## config.mk

```make
export PLATFORM = sky130hd
export DESIGN_NAME = backslash_escape_decoder_core
export DESIGN_NICKNAME = d
export VERILOG_FILES = /design/src/sv/bed_pkg.sv /design/src/sv/bed_decode.sv /design/src/sv/backslash_escape_decoder_core.sv
export SDC_FILE = /design/constraint.sdc
export NUM_CORES = 1
export LEC_CHECK = 0
export BUFFER_PORTS_ARGS = -buffer_cell sky130_fd_sc_hd__buf_2
export CORE_MARGIN = 10
export CORE_UTILIZATION = 47
export CTS_CLUSTER_DIAMETER = 30
export DETAILED_ROUTE_END_ITERATION = 12
export HOLD_SLACK_MARGIN = 0.15
export PLACE_DENSITY = 0.67
export REMOVE_ABC_BUFFERS = 1
export SLEW_MARGIN = 20
export SYNTH_ARGS = -nofsm -noshare
export SYNTH_HDL_FRONTEND = slang
export SYNTH_SLANG_ARGS = --single-unit
```

## constraint.sdc

```tcl
create_clock -name i_clk -period 2.75 [get_ports i_clk]
set_input_delay 0.1375 -clock i_clk [delete_from_list [all_inputs] [get_ports i_clk]]
set_output_delay 0.1375 -clock i_clk [all_outputs]
set_load 0.05 [all_outputs]
```

## src/sv/bed_pkg.sv

```systemverilog
package bed_pkg;

    localparam int BED_FIFO_DEPTH = 4;
    localparam int BED_PTR_W      = $clog2(BED_FIFO_DEPTH);
    localparam int BED_CNT_W      = $clog2(BED_FIFO_DEPTH + 1);

    typedef struct packed {
        logic [7:0] out_byte;
        logic       stop;
        logic       last;
    } t_bed_result;

    typedef struct packed {
        logic [1:0]  num;
        t_bed_result r0;
        t_bed_result r1;
    } t_bed_push;

endpackage

```

## src/sv/bed_decode.sv

```systemverilog
module bed_decode (
    input  logic               i_clk,
    input  logic               i_rst_n,
    input  logic               i_en,
    input  logic [7:0]         i_in_byte,
    input  logic               i_end_of_arg,
    output bed_pkg::t_bed_push o_push
);
    import bed_pkg::*;

    typedef enum logic [1:0] {
        MODE_NORMAL = 2'd0,
        MODE_ESCAPE = 2'd1,
        MODE_OCTAL  = 2'd2
    } t_mode;

    localparam logic [7:0] CH_BSLASH = 8'h5C;
    localparam logic [7:0] CH_A      = 8'h61;
    localparam logic [7:0] CH_B      = 8'h62;
    localparam logic [7:0] CH_C      = 8'h63;
    localparam logic [7:0] CH_F      = 8'h66;
    localparam logic [7:0] CH_N      = 8'h6E;
    localparam logic [7:0] CH_R      = 8'h72;
    localparam logic [7:0] CH_T      = 8'h74;
    localparam logic [7:0] CH_V      = 8'h76;
    localparam logic [7:0] CH_ZERO   = 8'h30;
    localparam logic [7:0] CH_SEVEN  = 8'h37;

    t_mode       r_mode;
    t_mode       n_mode;
    logic [7:0]  r_oval;
    logic [7:0]  n_oval;
    logic [1:0]  r_odig;
    logic [1:0]  n_odig;
    logic        r_halted;
    logic        n_halted;

    logic [1:0]  num;
    logic [7:0]  byte0;
    logic [7:0]  byte1;
    logic        stop0;
    logic        is_oct;
    logic [7:0]  oct_next;
    logic [1:0]  dig_next;

    assign is_oct   = (i_in_byte >= CH_ZERO) && (i_in_byte <= CH_SEVEN);
    assign oct_next = {r_oval[4:0], i_in_byte[2:0]};
    assign dig_next = r_odig + 2'd1;

    always_comb begin
        n_mode   = r_mode;
        n_oval   = r_oval;
        n_odig   = r_odig;
        n_halted = r_halted;
        num      = 2'd0;
        byte0    = 8'h00;
        byte1    = 8'h00;
        stop0    = 1'b0;
        if (!r_halted) begin
            unique case (r_mode)
                MODE_ESCAPE: begin
                    n_mode = MODE_NORMAL;
                    num    = 2'd1;
                    unique case (i_in_byte)
                        CH_BSLASH: byte0 = 8'h5C;
                        CH_A:      byte0 = 8'h07;
                        CH_B:      byte0 = 8'h08;
                        CH_F:      byte0 = 8'h0C;
                        CH_N:      byte0 = 8'h0A;
                        CH_R:      byte0 = 8'h0D;
                        CH_T:      byte0 = 8'h09;
                        CH_V:      byte0 = 8'h0B;
                        CH_C: begin
                            stop0    = 1'b1;
                            n_halted = 1'b1;
                        end
                        CH_ZERO: begin
                            n_oval = 8'h00;
                            n_odig = 2'd0;
                            if (!i_end_of_arg) begin
                                num    = 2'd0;
                                n_mode = MODE_OCTAL;
                            end
                        end
                        default: begin
                            num   = 2'd2;
                            byte0 = CH_BSLASH;
                            byte1 = i_in_byte;
                        end
                    endcase
                end
                MODE_OCTAL: begin
                    if (is_oct) begin
                        n_oval = oct_next;
                        n_odig = dig_next;
                        if (dig_next == 2'd3 || i_end_of_arg) begin
                            num    = 2'd1;
                            byte0  = oct_next;
                            n_mode = MODE_NORMAL;
                        end
                    end else begin
                        num    = 2'd1;
                        byte0  = r_oval;
                        n_mode = MODE_NORMAL;
                        if (i_in_byte == CH_BSLASH) begin
                            if (!i_end_of_arg) begin
                                n_mode = MODE_ESCAPE;
                            end
                        end else begin
                            num   = 2'd2;
                            byte1 = i_in_byte;
                        end
                    end
                end
                default: begin
                    n_mode = MODE_NORMAL;
                    if (i_in_byte == CH_BSLASH) begin
                        if (!i_end_of_arg) begin
                            n_mode = MODE_ESCAPE;
                        end
                    end else begin
                        num   = 2'd1;
                        byte0 = i_in_byte;
                    end
                end
            endcase
            if (i_end_of_arg && !n_halted) begin
                n_mode = MODE_NORMAL;
            end
            if (n_mode != MODE_OCTAL) begin
                n_oval = 8'h00;
                n_odig = 2'd0;
            end
        end
    end

    assign o_push.num         = num;
    assign o_push.r0.out_byte = byte0;
    assign o_push.r0.stop     = stop0;
    assign o_push.r0.last     = (num == 2'd1);
    assign o_push.r1.out_byte = byte1;
    assign o_push.r1.stop     = 1'b0;
    assign o_push.r1.last     = 1'b1;

    always_ff @(posedge i_clk) begin
        if (!i_rst_n) begin
            r_mode   <= MODE_NORMAL;
            r_oval   <= 8'h00;
            r_odig   <= 2'd0;
            r_halted <= 1'b0;
        end else if (i_en) begin
            r_mode   <= n_mode;
            r_oval   <= n_oval;
            r_odig   <= n_odig;
            r_halted <= n_halted;
        end
    end

    a_halted_sticky: assert property (@(posedge i_clk) disable iff (!i_rst_n)
        r_halted |=> r_halted)
        else $error("Halted flag cleared without reset.");

    a_halted_silent: assert property (@(posedge i_clk) disable iff (!i_rst_n)
        r_halted |-> (num == 2'd0))
        else $error("Results produced after a stop.");

    a_octal_digits: assert property (@(posedge i_clk) disable iff (!i_rst_n)
        (r_mode != MODE_OCTAL) |-> (r_odig == 2'd0 && r_oval == 8'h00))
        else $error("Octal run not cleared outside octal mode.");

endmodule

```

## src/sv/backslash_escape_decoder_core.sv

```systemverilog
// Backslash escape decoder.
// Input channel: i_valid, o_stall, i_in_byte, i_end_of_arg. A transaction
// completes on a rising edge with i_valid high and o_stall low. One byte of
// an argument string is taken per transaction, with i_end_of_arg on the
// final byte.
// Output channel: o_valid, i_stall, o_out_byte, o_stop, o_last. Each input
// transaction gives zero, one or two output transactions; o_last marks the
// final one. A stop escape gives one transaction with o_stop set and a zero
// byte, and every later input byte is consumed without output until reset.
// Results are registered in a four-entry result queue ahead of the output.
// Throughput is one input byte per cycle while each byte yields at most one
// result and the receiver does not stall; a byte that yields two results
// adds two to the queue, which the single output port drains one at a time.
// o_stall rises when fewer than two queue entries are free, so it depends
// only on registered state. When the receiver stalls, the queue fills and the
// input channel is stalled in turn; no result is lost.
// Reset is synchronous and active low; it empties the queue and returns the
// decoder to normal mode with no escape pending and the stop cleared.
module backslash_escape_decoder_core (
    input  logic       i_clk,
    input  logic       i_rst_n,
    input  logic       i_valid,
    output logic       o_stall,
    input  logic [7:0] i_in_byte,
    input  logic       i_end_of_arg,
    output logic       o_valid,
    input  logic       i_stall,
    output logic [7:0] o_out_byte,
    output logic       o_stop,
    output logic       o_last
);
    import bed_pkg::*;

    t_bed_push                push;
    logic                     in_acc;
    logic                     pop;
    t_bed_result              r_mem [BED_FIFO_DEPTH];
    logic [BED_PTR_W-1:0]     r_wptr;
    logic [BED_PTR_W-1:0]     r_rptr;
    logic [BED_CNT_W-1:0]     r_count;
    logic [BED_CNT_W-1:0]     n_count;
    logic [1:0]               push_num;
    t_bed_result              head;

    assign o_stall  = (r_count > BED_CNT_W'(BED_FIFO_DEPTH - 2));
    assign in_acc   = i_valid && !o_stall;
    assign push_num = in_acc ? push.num : 2'd0;
    assign o_valid  = (r_count != '0);
    assign pop      = o_valid && !i_stall;
    assign head     = r_mem[r_rptr];

    assign o_out_byte = head.out_byte;
    assign o_stop     = head.stop;
    assign o_last     = head.last;

    assign n_count = r_count + BED_CNT_W'(push_num) - BED_CNT_W'(pop);

    bed_decode u_decode (
        .i_clk        (i_clk),
        .i_rst_n      (i_rst_n),
        .i_en         (in_acc),
        .i_in_byte    (i_in_byte),
        .i_end_of_arg (i_end_of_arg),
        .o_push       (push)
    );

    always_ff @(posedge i_clk) begin
        if (push_num != 2'd0) begin
            r_mem[r_wptr] <= push.r0;
        end
        if (push_num == 2'd2) begin
            r_mem[r_wptr + BED_PTR_W'(1)] <= push.r1;
        end
    end

    always_ff @(posedge i_clk) begin
        if (!i_rst_n) begin
            r_wptr  <= '0;
            r_rptr  <= '0;
            r_count <= '0;
        end else begin
            r_wptr  <= r_wptr + BED_PTR_W'(push_num);
            r_rptr  <= r_rptr + BED_PTR_W'(pop);
            r_count <= n_count;
        end
    end

    a_count_bound: assert property (@(posedge i_clk) disable iff (!i_rst_n)
        r_count <= BED_CNT_W'(BED_FIFO_DEPTH))
        else $error("Result queue overflow.");

    a_push_visible: assert property (@(posedge i_clk) disable iff (!i_rst_n)
        (in_acc && push.num != 2'd0) |=> o_valid)
        else $error("Accepted result not presented.");

    a_drain_empty: assert property (@(posedge i_clk) disable iff (!i_rst_n)
        (pop && r_count == BED_CNT_W'(1) && push_num == 2'd0) |=> !o_valid)
        else $error("Queue not empty after last result left.");

    a_stop_last: assert property (@(posedge i_clk) disable iff (!i_rst_n)
        (o_valid && o_stop) |-> (o_last && o_out_byte == 8'h00))
        else $error("Stop result malformed.");

endmodule

```

==> results.env <==
RESULT_OF_THE_RUN='finished, violations left'
FAILING_CHECKS='setup timing'
GROUTE.LAYER.MET1.USAGE=0.193
GPL.FINAL_WEIGHTED_CONGESTION=0.867
CLOCK-SKEW-FINAL_PS=15.2
SYNTH_ASYNC_SR_FLOP_SHARE=0
TIMING.CRITICAL_PATH.ARRIVAL_PS=3050
FINAL_HOLD_VIOL_COUNT=0
MIN_PATH_TYPE='in2reg'
VIA_COUNT_OF_THE_FIRST_GLOBAL_ROUTING_PASS=3026
RSZ0062_AT_GRT='yes'
SYNTHFLOPTYPE='sky130_fd_sc_hd__edfxtp_1'
NUMCTSBUFFERS=9
POST_ROUTE_CELLS_DRIVE_ABOVE_1_SHARE=0.292
SYNTH_TOP_FAMILY_BY_AREA='simple AND/OR/NAND/NOR gates'
CP_MAX_FO=2
SLEW_VIOLATIONS=0
POWER.STATIC_LEAKAGE_uW=0.00175
START_KIND='flip-flop'
POST-ROUTE-DRC-COUNT=0
PLACED_CELL_AREA_SQ_MM=0.00406
DR.FIRST_ITER.DRC_COUNT=226
CRITICALPATHCATEGORY='reg2reg'
GRT_REMAINING_OVERFLOW=0
CELL_VARIETY_AFTER_SYNTH=66
POST_SYNTH_EDFFS=32
TIMING.CRITICAL_PATH.REQUIRED_PS=2990
TIMING_WORST_SLEW_PIN_VALUE_PS=768
DESIGN_AREA_SQ_MM=0.00434
CTSHOLDBUFFERS=0
DESIGN.DIE.AREA_SQ_MM=0.0116
FMAX_MHz=356
KIND_OF_END_POINT_OF_THE_CRITICAL_PATH='flip-flop'
DPL.HPWL_UM=6740
SYNTH_XOR_AREA_FRAC=0.0121
INITIAL_UTILIZATION=0.490
WIRE_LENGTH_OF_THE_FIRST_GLOBAL_ROUTING_PASS_UM=14900
GLOBALROUTEMET3UTIL=0.0407
FP.COREAREA_SQ_MM=0.00737
NFILLCELLS=646
PORT_BUFFERS=24
SYNTHSIMPLEGATEAREAFRAC=0.203
NUMPLACEDINSTANCES=506
CTS_NUM_SINKS=60
GLOBAL_ROUTE_MET2_USAGE=0.265
ROWS=31
MUXSHAREOFSYNTHAREA=0.0762
GRT_UTIL_ALL_LAYERS=0.161
CTS_ROOT_BUF='sky130_fd_sc_hd__clkbuf_8'
CTSLONGESTPATHBUFFERS=2
YOSYS_WARNINGS=0
GRT_START_MAX_NET_PINS=23
DRT_WL_TOTAL_UM=9060
SYN_AREA_PER_CELL_SQ_UM=9.85
TRITONCTS='yes'
GR-MAX-USAGE-LAYER='met2'
SYNTH_TOP_CELL_BY_AREA='sky130_fd_sc_hd__edfxtp_1'
INSERTEDDIODECOUNT=0
CTSHTREEMAXLEVEL=3
POWER.DENSITY_CELL_AREA_mW_PER_MM2=758
CLKSLEWWORSTSETUPHOLDPATHS_PS=70
STDCELL_COUNT=523
WORST_SKEW_PAIR.LATE_LATENCY_PS=350
SYNTH-ADDER-AREA-SHARE=0.0332
SYNTH.CELL_AREA_SQ_MM=0.00361
VIA_DENSITY=5.90
BOUNDARY_PINS=25
YOSYS.AREA.TOP_TYPE_SHARE=0.266
SYNTHCELLS=367
YS_FF_LATCH=60
FINALCRITPERIODSHARE=1.02
AREA.GROWTH.SYNTH_TO_FINAL_PCT=20.0
SLEW_HEADROOM=0.488
DIE_H_UM=108
DESIGN_POWER_TOTAL_uW=3290
ANTENNA_VIOLATING_NETS_POST_ROUTE=0
MAX-CAP-VIOLATIONS=0
FINAL.MIN_CLOCK_PERIOD_PS=2810
POST_DRT_WL_PER_CELL_UM=17.3
FINAL_NET_COUNT=441
FINALWORSTSETUPSLACK_PS=-59.6
GRT_ANTENNA_BEFORE_REPAIR=0
SYNTH_AREA_LEADERS='sky130_fd_sc_hd__edfxtp_1, sky130_fd_sc_hd__dfxtp_1, sky130_fd_sc_hd__mux4_2, sky130_fd_sc_hd__o22ai_1, sky130_fd_sc_hd__nand2_1'
DETAILEDROUTE.FIRSTPASSITERATIONCOUNT=5
DIEWIDTH_UM=108
FINALSETUPVIOLATIONS=1
SEQ_AREA_FRAC_SYNTH=0.421
VIAS=3085
VDD_IR_DROP_MAX_uV=465
SYNTH-COMPOUND-AREA-SHARE=0.202
DPL_WORST_SLACK_PS=-118
HOLD-WORST-SLACK_PS=167
[power breakdown]
group | total, uW | internal (uW) | switching (uW)
registers | 1200 | 1080 | 121
clock network | 781 | 431 | 350
logic | 1300 | 505 | 796
[critical path: stages, from the launching register on]
cell and delay, ps:
sky130_fd_sc_hd__dfxtp_2 320, sky130_fd_sc_hd__inv_1 40, sky130_fd_sc_hd__ha_2 180, sky130_fd_sc_hd__or2_4 270, sky130_fd_sc_hd__o31ai_4 180, sky130_fd_sc_hd__a21oi_2 70, sky130_fd_sc_hd__nor4_4 280, sky130_fd_sc_hd__nor2_1 90
sky130_fd_sc_hd__inv_1 60, sky130_fd_sc_hd__ha_1 220, sky130_fd_sc_hd__inv_1 60, sky130_fd_sc_hd__ha_1 130, sky130_fd_sc_hd__inv_1 50, sky130_fd_sc_hd__fa_2 330, sky130_fd_sc_hd__xor2_1 160, sky130_fd_sc_hd__xnor2_1 120
sky130_fd_sc_hd__and2_1 150
[metal layers]
layer  up-vias  share of wire
li1       1499              -
met1      1465           0.44
met2       105           0.48
met3        16          0.061
met4         0          0.020
met5         -              0
[cells in the mapped netlist (2+ instances only)]
cell and n:
sky130_fd_sc_hd__or3_1 5, sky130_fd_sc_hd__nor3_1 7, sky130_fd_sc_hd__a22oi_1 2, sky130_fd_sc_hd__o2111ai_1 2
sky130_fd_sc_hd__o22ai_1 32, sky130_fd_sc_hd__edfxtp_1 32, sky130_fd_sc_hd__nand2b_1 4, sky130_fd_sc_hd__a2bb2oi_2 2
sky130_fd_sc_hd__nand2_1 40, sky130_fd_sc_hd__buf_2 8, sky130_fd_sc_hd__a21o_1 4, sky130_fd_sc_hd__nand3b_1 2
sky130_fd_sc_hd__nor2b_1 6, sky130_fd_sc_hd__a211oi_1 2, sky130_fd_sc_hd__a211o_1 4, sky130_fd_sc_hd__and2_1 8
sky130_fd_sc_hd__o31a_1 3, sky130_fd_sc_hd__nor3b_1 2, sky130_fd_sc_hd__or2_2 3, sky130_fd_sc_hd__buf_4 2
sky130_fd_sc_hd__mux4_2 10, sky130_fd_sc_hd__xnor2_1 2, sky130_fd_sc_hd__o31ai_1 7, sky130_fd_sc_hd__o21ai_0 5
sky130_fd_sc_hd__a2bb2oi_1 2, sky130_fd_sc_hd__a31o_1 6, sky130_fd_sc_hd__or2_1 2, sky130_fd_sc_hd__ha_1 8
sky130_fd_sc_hd__dfxtp_1 28, sky130_fd_sc_hd__nor2_1 17, sky130_fd_sc_hd__inv_1 15, sky130_fd_sc_hd__buf_1 3
sky130_fd_sc_hd__mux2i_1 5, sky130_fd_sc_hd__clkbuf_1 14, sky130_fd_sc_hd__xor2_1 3, sky130_fd_sc_hd__nand3_1 18
sky130_fd_sc_hd__a21oi_1 15, sky130_fd_sc_hd__and3_1 9
[cell type report]
type | count | area (sq um) | area share
timing repair buffer | 69 | 462 | 0.106
tap | 99 | 124 | 0.0286
inverter | 16 | 60.1 | 0.0138
clock inverter | 1 | 5.00 | 0.00115
clock buffer | 15 | 188 | 0.0433
multi-input combinational | 263 | 1970 | 0.455
sequential | 60 | 1520 | 0.351
[state kept, by name, indices dropped and copies added, names as in the netlist]
name and cells:
r_mem 40, u_decode.r_oval 8, r_count 3, r_rptr 2, r_wptr 2, u_decode.r_mode 2, u_decode.r_odig 2, u_decode.r_halted 1
[layout by cell type (no fill, tap or decap), drive strengths merged, types with 7 or more instances in the layout]
cell / instances
nor2: 17
nand3: 18
o31ai: 9
buf: 69
and2: 8
and3: 9
o22ai: 33
inv: 16
nor3: 7
dfxtp: 28
mux4: 10
a21oi: 15
nand2: 40
edfxtp: 32
ha: 8
clkbuf: 15
[worst paths after layout]
check | cells past startpoint | slack [ps] | to | start
max | 16 | -60 | r_count[2] | u_decode.r_odig[0]
min | 3 | 170 | u_decode.r_oval[2] | i_in_byte[2]
max reg2reg | 16 | -60 | r_count[2] | u_decode.r_odig[0]
min reg2reg | 2 | 480 | u_decode.r_odig[1] | u_decode.r_odig[1]
[through the flow]
stage / util / setup TNS [ps]
finish: 0.588 / -59.6
global route: 0.588 / -281
CTS: 0.578 / -32.6
detailed placement: 0.551 / -118
global placement: 0.551 / -22.6
floorplan: - / -828
[logic make-up after synthesis]
family                   Yosys count
buffers and inverters             44
AND/OR/NAND/NOR                  135
multiplexers                      15
adder cells (fa/ha/maj)            9
AO/OA/AOI/OAI                     99
flip-flops                        60
XOR/XNOR                           5
[what timing repair did]
action                     4_1_cts  5_1_grt
buffers inserted                 0        1
resized for setup                5       15
gates cloned                     0        0
hold endpoints to repair         0        0
setup endpoints to repair        1       21
pin swaps                        2        3
Power figures use the tool's default switching activity.
